$ cat src/sv/assert_macros.svh
// ---------------------------------------------------------------------------
// assert_macros.svh
// Concurrent assertion helpers for the RTL, included by bit_pattern_finder.
// ---------------------------------------------------------------------------
`ifndef ASSERT_MACROS_SVH
`define ASSERT_MACROS_SVH

`ifndef SYNTHESIS

// Checks a condition at every clock edge outside reset.
`define ASSERT_ALWAYS(label, clk, rst, cond) \
  label: assert property (@(posedge clk) disable iff (rst) (cond)) \
    else $error("assertion failed: condition does not hold");

// Checks that a consequent holds in the cycle after an antecedent.
`define ASSERT_NEXT(label, clk, rst, ante, cons) \
  label: assert property (@(posedge clk) disable iff (rst) (ante) |=> (cons)) \
    else $error("assertion failed: next-cycle implication does not hold");

`else

`define ASSERT_ALWAYS(label, clk, rst, cond)
`define ASSERT_NEXT(label, clk, rst, ante, cons)

`endif

`endif

$ cat src/sv/bpf_pkg.sv
// ---------------------------------------------------------------------------
// bpf_pkg
// Types and constants shared by the bit pattern finder modules.
// ---------------------------------------------------------------------------
package bpf_pkg;

  // Configuration port geometry.
  localparam int CFG_INDEX_W = 2;
  localparam int CFG_DATA_W  = 64;

  // Register indexes on the configuration port.
  localparam logic [CFG_INDEX_W-1:0] REG_PATTERN_BITS   = 2'd0;
  localparam logic [CFG_INDEX_W-1:0] REG_PATTERN_LENGTH = 2'd1;

  // Width of the length register as written.
  localparam int LENGTH_FIELD_W = 7;

  // Width of the reported position fields.
  localparam int OUT_W = 32;

  // One stream bit with its stream-start flag.
  typedef struct packed {
    logic data_bit;
    logic first_bit;
  } bpf_item_t;

  // One match report.
  typedef struct packed {
    logic [OUT_W-1:0] match_start;
    logic [OUT_W-1:0] match_end;
    logic [OUT_W-1:0] start_delta;
  } bpf_result_t;

endpackage

$ cat src/sv/bpf_cfg_regs.sv
// ---------------------------------------------------------------------------
// bpf_cfg_regs
// Pattern and pattern length registers behind the plain write port.
// ---------------------------------------------------------------------------
module bpf_cfg_regs import bpf_pkg::*; #(
  parameter int MAX_PATTERN_BITS = 64,
  localparam int LEN_W = $clog2(MAX_PATTERN_BITS + 1)
) (
  input  logic                        clk,
  input  logic                        rst,
  input  logic                        cfg_write,
  input  logic [CFG_INDEX_W-1:0]      cfg_index,
  input  logic [CFG_DATA_W-1:0]       cfg_data,
  output logic [MAX_PATTERN_BITS-1:0] pattern,
  output logic [LEN_W-1:0]            pattern_len
);

  localparam logic [LENGTH_FIELD_W-1:0] MAX_LEN_FIELD = LENGTH_FIELD_W'(MAX_PATTERN_BITS);

  logic [LENGTH_FIELD_W-1:0] len_field;
  logic [LEN_W-1:0]          len_clamped;

  // Lengths beyond the pattern store are taken as the full store.
  assign len_field   = cfg_data[LENGTH_FIELD_W-1:0];
  assign len_clamped = (len_field > MAX_LEN_FIELD) ? LEN_W'(MAX_PATTERN_BITS)
                                                    : LEN_W'(len_field);

  // Register writes.
  always_ff @(posedge clk) begin
    if (rst) begin
      pattern     <= '0;
      pattern_len <= '0;
    end else if (cfg_write) begin
      case (cfg_index)
        REG_PATTERN_BITS:   pattern     <= cfg_data[MAX_PATTERN_BITS-1:0];
        REG_PATTERN_LENGTH: pattern_len <= len_clamped;
        default: ;
      endcase
    end
  end

endmodule

$ cat src/sv/bpf_matcher.sv
// ---------------------------------------------------------------------------
// bpf_matcher
// Stream history, position counters and the masked window compare.
// ---------------------------------------------------------------------------
module bpf_matcher import bpf_pkg::*; #(
  parameter int MAX_PATTERN_BITS = 64,
  parameter int POSITION_WIDTH   = 32,
  localparam int LEN_W = $clog2(MAX_PATTERN_BITS + 1)
) (
  input  logic                        clk,
  input  logic                        rst,
  input  logic                        advance,
  input  bpf_item_t                   item,
  input  logic [MAX_PATTERN_BITS-1:0] pattern,
  input  logic [LEN_W-1:0]            pattern_len,
  output logic                        hit,
  output bpf_result_t                 result
);

  localparam int PW    = POSITION_WIDTH;
  localparam int EXT_W = POSITION_WIDTH + OUT_W;

  // Stream state; the newest bit sits at the top of the history.
  logic [MAX_PATTERN_BITS-1:0] hist;
  logic [PW-1:0]               bit_position;
  logic [PW-1:0]               earliest_start;
  logic [PW-1:0]               previous_start;

  logic [MAX_PATTERN_BITS-1:0] hist_base;
  logic [MAX_PATTERN_BITS:0]   hist_cat;
  logic [MAX_PATTERN_BITS-1:0] hist_next;
  logic [PW-1:0]               pos_cur;
  logic [PW-1:0]               earliest_cur;
  logic [PW-1:0]               previous_cur;
  logic [LEN_W-1:0]            shift_amt;
  logic [MAX_PATTERN_BITS-1:0] window;
  logic [MAX_PATTERN_BITS-1:0] mask;
  logic                        bits_equal;
  logic                        pos_sat;
  logic [PW:0]                 pos_plus1;
  logic [PW:0]                 len_ext;
  logic                        too_short;
  logic [PW:0]                 start_wide;
  logic [PW-1:0]               start;
  logic [PW-1:0]               delta;
  logic [EXT_W-1:0]            start_ext;
  logic [EXT_W-1:0]            end_ext;
  logic [EXT_W-1:0]            delta_ext;

  // A first bit restarts the stream from an empty history.
  assign hist_base    = item.first_bit ? '0 : hist;
  assign pos_cur      = item.first_bit ? '0 : bit_position;
  assign earliest_cur = item.first_bit ? '0 : earliest_start;
  assign previous_cur = item.first_bit ? '0 : previous_start;
  assign hist_cat     = {item.data_bit, hist_base};
  assign hist_next    = hist_cat[MAX_PATTERN_BITS:1];

  // Align the newest pattern_len bits to the bottom and compare under a mask.
  assign shift_amt = LEN_W'(MAX_PATTERN_BITS) - pattern_len;
  assign window    = hist_next >> shift_amt;

  always_comb begin
    for (int i = 0; i < MAX_PATTERN_BITS; i++) begin
      mask[i] = (LEN_W'(i) < pattern_len);
    end
  end

  assign bits_equal = (((window ^ pattern) & mask) == '0);

  // Position checks: saturated count, stream too short, overlap with last match.
  assign pos_sat    = (pos_cur == {PW{1'b1}});
  assign pos_plus1  = {1'b0, pos_cur} + (PW+1)'(1);
  assign len_ext    = (PW+1)'(pattern_len);
  assign too_short  = (pos_plus1 < len_ext);
  assign start_wide = pos_plus1 - len_ext;
  assign start      = start_wide[PW-1:0];
  assign delta      = start - previous_cur;

  assign hit = (pattern_len != '0) && !pos_sat && !too_short &&
               (start >= earliest_cur) && bits_equal;

  // Report positions in the low bits of the output fields.
  assign start_ext          = EXT_W'(start);
  assign end_ext            = EXT_W'(pos_cur);
  assign delta_ext          = EXT_W'(delta);
  assign result.match_start = start_ext[OUT_W-1:0];
  assign result.match_end   = end_ext[OUT_W-1:0];
  assign result.start_delta = delta_ext[OUT_W-1:0];

  // State update once per item.
  always_ff @(posedge clk) begin
    if (rst) begin
      hist           <= '0;
      bit_position   <= '0;
      earliest_start <= '0;
      previous_start <= '0;
    end else if (advance) begin
      hist           <= hist_next;
      bit_position   <= pos_sat ? pos_cur : pos_plus1[PW-1:0];
      earliest_start <= hit ? pos_plus1[PW-1:0] : earliest_cur;
      previous_start <= hit ? start : previous_cur;
    end
  end

endmodule

$ cat src/sv/bit_pattern_finder.sv
// ---------------------------------------------------------------------------
// bit_pattern_finder
// Non-overlapping search for a configured bit pattern in a serial stream.
// ---------------------------------------------------------------------------
//
//   Channel   Direction  Handshake             Payload
//   input     in         in_valid / in_ready   data_bit, first_bit
//   output    out        out_valid / out_ready match_start, match_end, start_delta
//   config    in         cfg_write             cfg_index, cfg_data
//
// One bit per cycle is taken while the output does not stall; a bit passes
// from the input register to the result register, which holds its result (or none).
// The window compare and position checks sit in one pass between the input
// register and the result register.
// Reset clears the pattern, the length, the history and all counters.
// A stalled output holds the input register; a new bit is still taken
// whenever the held one moves on in the same cycle.
//
module bit_pattern_finder import bpf_pkg::*; #(
  parameter int MAX_PATTERN_BITS = 64,
  parameter int POSITION_WIDTH   = 32
) (
  input  logic                   clk,
  input  logic                   rst,
  input  logic                   in_valid,
  output logic                   in_ready,
  input  logic                   data_bit,
  input  logic                   first_bit,
  output logic                   out_valid,
  input  logic                   out_ready,
  output logic [OUT_W-1:0]       match_start,
  output logic [OUT_W-1:0]       match_end,
  output logic [OUT_W-1:0]       start_delta,
  input  logic                   cfg_write,
  input  logic [CFG_INDEX_W-1:0] cfg_index,
  input  logic [CFG_DATA_W-1:0]  cfg_data
);

`include "assert_macros.svh"

  localparam int LEN_W = $clog2(MAX_PATTERN_BITS + 1);

  logic [MAX_PATTERN_BITS-1:0] pattern;
  logic [LEN_W-1:0]            pattern_len;
  logic                        in_full;
  bpf_item_t                   in_item;
  logic                        advance;
  logic                        hit;
  bpf_result_t                 result;
  bpf_result_t                 out_result;

  bpf_cfg_regs #(
    .MAX_PATTERN_BITS(MAX_PATTERN_BITS)
  ) u_cfg (
    .clk        (clk),
    .rst        (rst),
    .cfg_write  (cfg_write),
    .cfg_index  (cfg_index),
    .cfg_data   (cfg_data),
    .pattern    (pattern),
    .pattern_len(pattern_len)
  );

  // The held item moves on when the result register is free or being emptied.
  assign advance  = in_full && (!out_valid || out_ready);
  assign in_ready = !in_full || advance;

  // Input register.
  always_ff @(posedge clk) begin
    if (rst) begin
      in_full <= 1'b0;
    end else if (in_ready) begin
      in_full <= in_valid;
    end
  end

  always_ff @(posedge clk) begin
    if (in_valid && in_ready) begin
      in_item.data_bit  <= data_bit;
      in_item.first_bit <= first_bit;
    end
  end

  bpf_matcher #(
    .MAX_PATTERN_BITS(MAX_PATTERN_BITS),
    .POSITION_WIDTH  (POSITION_WIDTH)
  ) u_matcher (
    .clk        (clk),
    .rst        (rst),
    .advance    (advance),
    .item       (in_item),
    .pattern    (pattern),
    .pattern_len(pattern_len),
    .hit        (hit),
    .result     (result)
  );

  // Result register.
  always_ff @(posedge clk) begin
    if (rst) begin
      out_valid <= 1'b0;
    end else if (advance) begin
      out_valid <= hit;
    end else if (out_ready) begin
      out_valid <= 1'b0;
    end
  end

  always_ff @(posedge clk) begin
    if (advance && hit) begin
      out_result <= result;
    end
  end

  assign match_start = out_result.match_start;
  assign match_end   = out_result.match_end;
  assign start_delta = out_result.start_delta;

  // A held item with a stalled result must not take another bit.
  `ASSERT_ALWAYS(a_stall_blocks_input, clk, rst, !(in_full && out_valid && !out_ready) || !in_ready)
  // An item that moves on shows a result exactly when it matched.
  `ASSERT_NEXT(a_result_follows_hit, clk, rst, advance, out_valid == $past(hit))
  // Both registers come out of reset empty.
  `ASSERT_ALWAYS(a_empty_after_reset, clk, rst, !$past(rst) || (!out_valid && !in_full))

endmodule

$ cat config.mk
export PLATFORM = sky130hd
export DESIGN_NAME = bit_pattern_finder
export DESIGN_NICKNAME = d
export VERILOG_FILES = /design/src/sv/bpf_pkg.sv /design/src/sv/bpf_cfg_regs.sv /design/src/sv/bpf_matcher.sv /design/src/sv/bit_pattern_finder.sv
export VERILOG_INCLUDE_DIRS = /design/src /design/src/sv
export SDC_FILE = /design/constraint.sdc
export NUM_CORES = 1
export LEC_CHECK = 0
export BUFFER_PORTS_ARGS = -buffer_cell sky130_fd_sc_hd__buf_2
export CAP_MARGIN = 20
export CORE_ASPECT_RATIO = 0.75
export CORE_MARGIN = 2
export CORE_UTILIZATION = 35
export CTS_CLUSTER_SIZE = 40
export DETAILED_ROUTE_END_ITERATION = 12
export PLACE_DENSITY = 0.5
export SLEW_MARGIN = 20
export SYNTH_ARGS = -nofsm -noshare
export SYNTH_HDL_FRONTEND = slang
export SYNTH_HIERARCHICAL = 1
export SYNTH_SLANG_ARGS = --single-unit
$ cat constraint.sdc
create_clock -name clk -period 15.81 [get_ports clk]
set_input_delay 2.3715 -clock clk [delete_from_list [all_inputs] [get_ports clk]]
set_output_delay 2.3715 -clock clk [all_outputs]
set_load 0.1 [all_outputs]
Word-level counts from Yosys, hierarchy flattened:

Cells that the tools add are included.

* flip-flop bits (word level): 331
* bits in latches: 0
* bits in writable memories: 0
* ROM bits: 0
* bits of input ports: 73
* output and inout port bits: 98
* word-level logic and storage cells: 118
* memories kept: 0

* $add $sub $neg: 4
* multipliers: 0
* divide/modulo/power cells: 0
* magnitude comparators: 67
* eq/ne operators: 2
* shift operators: 1
* mux-type cells: 10
* bitwise operators: 2
* reduce and logical (&&, ||, !) cells: 19

Operators by type and width (count)
* $lt 6x7->1 const A: 32
* $mux 32: 6
* $lt 5x7->1 const A: 16
* $and 64x64->64: 1
* $logic_not 64->1: 1
* $mux 64: 1
* $shr 64x7->64: 1
* $xor 64x64->64: 1
* $lt 4x7->1 const A: 8
* $add 32x1->33 const B: 1
* $lt 33x7->1: 1
* $eq 32x32->1 const B: 1
* $ge 32x32->1: 1
* $sub 32x32->32: 1
* $sub 32x7->32: 1
* $lt 3x7->1 const A: 4
* $lt 1x7->1 const A: 2
* $lt 2x7->1 const A: 2
* $gt 7x7->1 const B: 1
* $logic_and 1x1->1: 7
* $mux 7: 1
* $reduce_bool 7->1: 1
* $sub 7x7->7 const A: 1
* $logic_not 1->1: 4
* 6 further kinds: 9

Longest topological paths before layout:

* depth after elaboration: 8
* mapped depth: 38
* gate-level depth less buffers: 29

By module:

The synthesis kept the hierarchy.

Modules (own cells, without submodules)
* bpf_matcher: times used 1, cells each 2099, area each 16970.0 µm²
* bpf_cfg_regs: times used 1, cells each 308, area each 3230.6 µm²
* bit_pattern_finder: times used 1, cells each 109, area each 3045.4 µm²

Least setup slack after synthesis:

OpenSTA, ideal clock, no wires.

* path type: register to register
* start: reg in_item[0] (netlist bit)
* end: reg out_result (netlist bit match_end[0]), enable pin
* setup time: 0.563 ns
* data arrival time: 11.183 ns
* required time: 15.247 ns
* path slack: 4.064 ns
* cell stages (with the launch flop): 36
* buffers on the path: 8
* cell sequence: edfxtp_1 > buf_4 > buf_8 > buf_8 > buf_4 > buf_2 > buf_2 > clkbuf_1 > clkbuf_1 > nor2b_1 > ha_1 > xnor2_1 > inv_1 > ha_1 > nor2b_1 > o21ai_0 > a21boi_0 > o41ai_1 > nand4_1 > or2_2 > nor2_1 > and4_1 > xnor2_1 > inv_1 > ha_1 > a21o_1 > a2111oi_0 > o21bai_1 > a211oi_1 > a2111oi_0 > nand4b_1 > nor4_1 > nand3_1 > nor4_1 > nand2_1 > nor2b_1

RTL lines
* start, declared: line bit_pattern_finder.sv:46 `bpf_item_t in_item;`
* end signal, assigned: line bit_pattern_finder.sv:111 `out_result <= result;`
* end, declared: line bit_pattern_finder.sv:50 `bpf_result_t out_result;`

==> metrics.md <==
| Metric | Value |
|---|---|
| Status | completed |
| P&R area growth vs syn | 11.1% |
| CP endpoint kind | flip-flop |
| Max Slew Vio Count | 0 |
| CP most frequent cell | buf_4 |
| CP Launch Type | flip-flop |
| WS Path Type | reg -> reg |
| Post-CTS resize count | 0 |
| Leak Pwr | 9.29 nW |
| Peak supply drop | 0.0612 mV |
| Dpl cells | between 3,000 and 4,000 |
| Number of flops mapped to enable cells by yosys | just under 100 |
| Vias in the first global route | 18,800 |
| Fin crit period | roughly 8.7 ns |
| Distinct cells, synth | 104 |
| Crit path DAT | 8.89 ns |
| Num CTS Buffers | 39 |
| Die area | 68,500 um^2 |
| Largest net degree at the start of global routing | around 130 |
| Rows | 81 |
| Total Negative Setup Slacks | 0 ns |
| Rel. slew slack | 0.293 |
| Setup Buffers After CTS | 0 |
| Die Height | approximately 230 um |
| Max Clock Skew | 0.0245 ns |
| Clock sinks | 330 |
| Async set-or-reset flop fraction in the synthesized netlist | 0 |
| H-tree levels | 2 |
| GRT Total Usage | 0.229 |
| Nets | between 2,000 and 3,000 |
| Fillers | 6,634 |
| Clk buf depth | 3 |
| CP required | 16.00 ns |
| Hold_buf cts | 0 |
| Final core utilization | 0.395 |
| Final WL | 80,600 um |
| Min-Delay Path Class | reg -> reg |
| Via/cell ratio | 5.72 |
| PwrDens | 99.4 nW/um^2 |
| Worst path slowest cell | buf_4 |
| Leading cell type in the layout, fill and taps excluded | dfxtp_1 |
| Synth Warn # | 6 |
| Core Box Area | 65,500 um^2 |
| Most frequent cells in the layout | dfxtp_1, nand2b_1, nor2_1, mux2i_1, nand2_1 |
| Placer Congestion | 1.03 |
| Fin worst setup slack | 7.11 ns |
| Post-Syn Area | 23,200 um^2 |
| Gate count of the mapped netlist | 2,516 |
| Synth Register Bits | 330 |
| Crit-path max FO | 55 |
| Ys flop type | dfxtp_1 |
| Share of cells above drive strength 1 | 0.166 |
| Clock root buffer | clkbuf_16 |
| 1st-pass router iterations | 6 |
| Final setup violating endpoints | 0 |
| Port buffer count | 170 |
| Grt ovf | 0 |
| Routed Antenna Nets | 0 |
| DR DRC count | 0 |
| Post-DP HPWL | 60,700 um |
| Total Power | approximately 2.6 mW |
| Clk Latency, worst-skew pair | ~0.57 ns |
| DR vias | between 15,000 and 20,000 |
| Maxcap violations | 0 |
| Detailed Route Iter0 Violations | 1,929 |
| Initial Util | 0.355 |
| Max incr delay on CP | 0.67 ns |
| Final Hold Vio Count | 0 |
| Worst-path clk slew | about 0.06 ns |
| Global-route wire length before repair | around 120,000 um |
| Post-synthesis average cell area | between 9 and 10 um^2 |
| Avg WL per Cell | 23.0 um |
| RSZ-0062 raised after global routing | false |
| Period utilization | 0.551 |
| Setup WS pre-CTS | approximately 7.2 ns |
| Fin cells | 3,499 |
| CTS tree | yes |
| I/O Pins | 171 |
| Seq/Total Area, Yosys | 0.326 |
| Synthesized net count | between 2,000 and 3,000 |
| Maximum clock frequency | 115 MHz |
| Antenna violations before repair | 5 |
| Slew @ Worst Pin | 1.06 ns |
| Die span in x | about 300 um |
[cell type report]
type | count | area, um^2 | share of cell area
diodes | 2 | 5.00 | 0.000194
inverters | 63 | 238 | 0.00920
repair buffers | 207 | 1150 | 0.0444
clock buffers | 55 | 1110 | 0.0429
clock inverters | 17 | 184 | 0.00712
well taps | 871 | 1090 | 0.0422
flip-flops and latches | 330 | 7590 | 0.294
multi-input cells | 1954 | 14500 | 0.560
[path summary, 6_finish.rpt]
path / start / slack [ns] / depth (start not counted) / endpoint
worst min-delay path: u_matcher/previous_start[5] / 0.45 / 1 / u_matcher/previous_start[5]
worst min register to register: u_matcher/previous_start[5] / 0.45 / 1 / u_matcher/previous_start[5]
worst max-delay path: in_item[0] / 7.11 / 31 / match_start[30]
worst max register to register: in_item[0] / 7.11 / 31 / match_start[30]
[sequential cells by signal (all words and copies together), names as in the netlist]
signal,flops
start_delta,32
in_item,2
u_matcher/hist,63
u_matcher/earliest_start,32
out_valid,1
in_full,1
match_end,32
u_matcher/previous_start,32
u_cfg/pattern,64
match_start,32
u_matcher/bit_position,32
u_cfg/pattern_len,7
[per-layer routing]
layer / vias up / GRT usage / wire length, um
met2: 774 / 0.308 / 31500
met1: 9719 / 0.339 / 38700
met5: - / 0 / 57
met4: 8 / 0.0624 / 1960
li1: 9380 / - / -
met3: 118 / 0.0808 / 8380
[worst max-delay path, delay by kind of cell, from the launching register on]
family,cells,cell delay [ns]
compound gates,8,1.57
xor+xnor,2,0.38
fa+ha+maj,3,0.96
buf+inv,6,1.89
flops,1,0.37
simple gates,12,3.01
[where the power goes]
group | internal (mW) | total (mW) | switching [mW]
clock | 0.542 | 0.919 | 0.377
combinational | 0.235 | 0.701 | 0.466
sequential | 0.926 | 0.947 | 0.0214
total | 1.70 | 2.57 | 0.865
[logic make-up (layout without fill, tap and decap cells)]
kind of cell,count (synthesis),count (layout),synth area share
AND/OR/NAND/NOR,956,956,0.217
AO/OA/AOI/OAI,544,544,0.173
flip-flops,330,330,0.326
multiplexers,258,258,0.143
buffers and inverters,232,342,0.0531
XOR/XNOR,123,123,0.0475
adder cells (fa/ha/maj),73,73,0.0398
other,0,2,0
[cells in the mapped netlist (15+ instances only)]
cell	count	area, um^2
nor3_1	48	240
inv_1	59	221
mux2i_1	190	1900
or3_1	16	100
o22ai_1	32	200
ha_1	70	876
clkbuf_1	80	300
xor2_1	43	377
nand2b_1	225	1410
a21o_1	28	210
buf_4	18	135
nand3_1	98	490
xnor2_1	78	683
and2_1	15	93.8
a22oi_1	15	113
nand4_1	24	150
nand2_1	183	687
a211oi_1	22	165
nor2b_1	48	300
dfxtp_1	232	4640
nor2_1	195	732
mux4_2	58	1310
o21a_1	15	113
o2bb2ai_2	50	751
edfxtp_1	98	2940
a311oi_1	20	175
a21oi_1	171	856
nor4_1	17	106
o21ai_0	56	280
buf_2	27	135
buf_6	23	259
[stage by stage]
step | instance area (um^2) | hold slack (ns)
6_report | 25800 | 0.451
5_1_grt | 25800 | 0.479
4_1_cts | 25800 | 0.454
3_5_place_dp | 24500 | 0.439
3_3_place_gp | 24500 | 0.442
2_1_floorplan | 23200 | 0.426
Power figures use the tool's default switching activity.
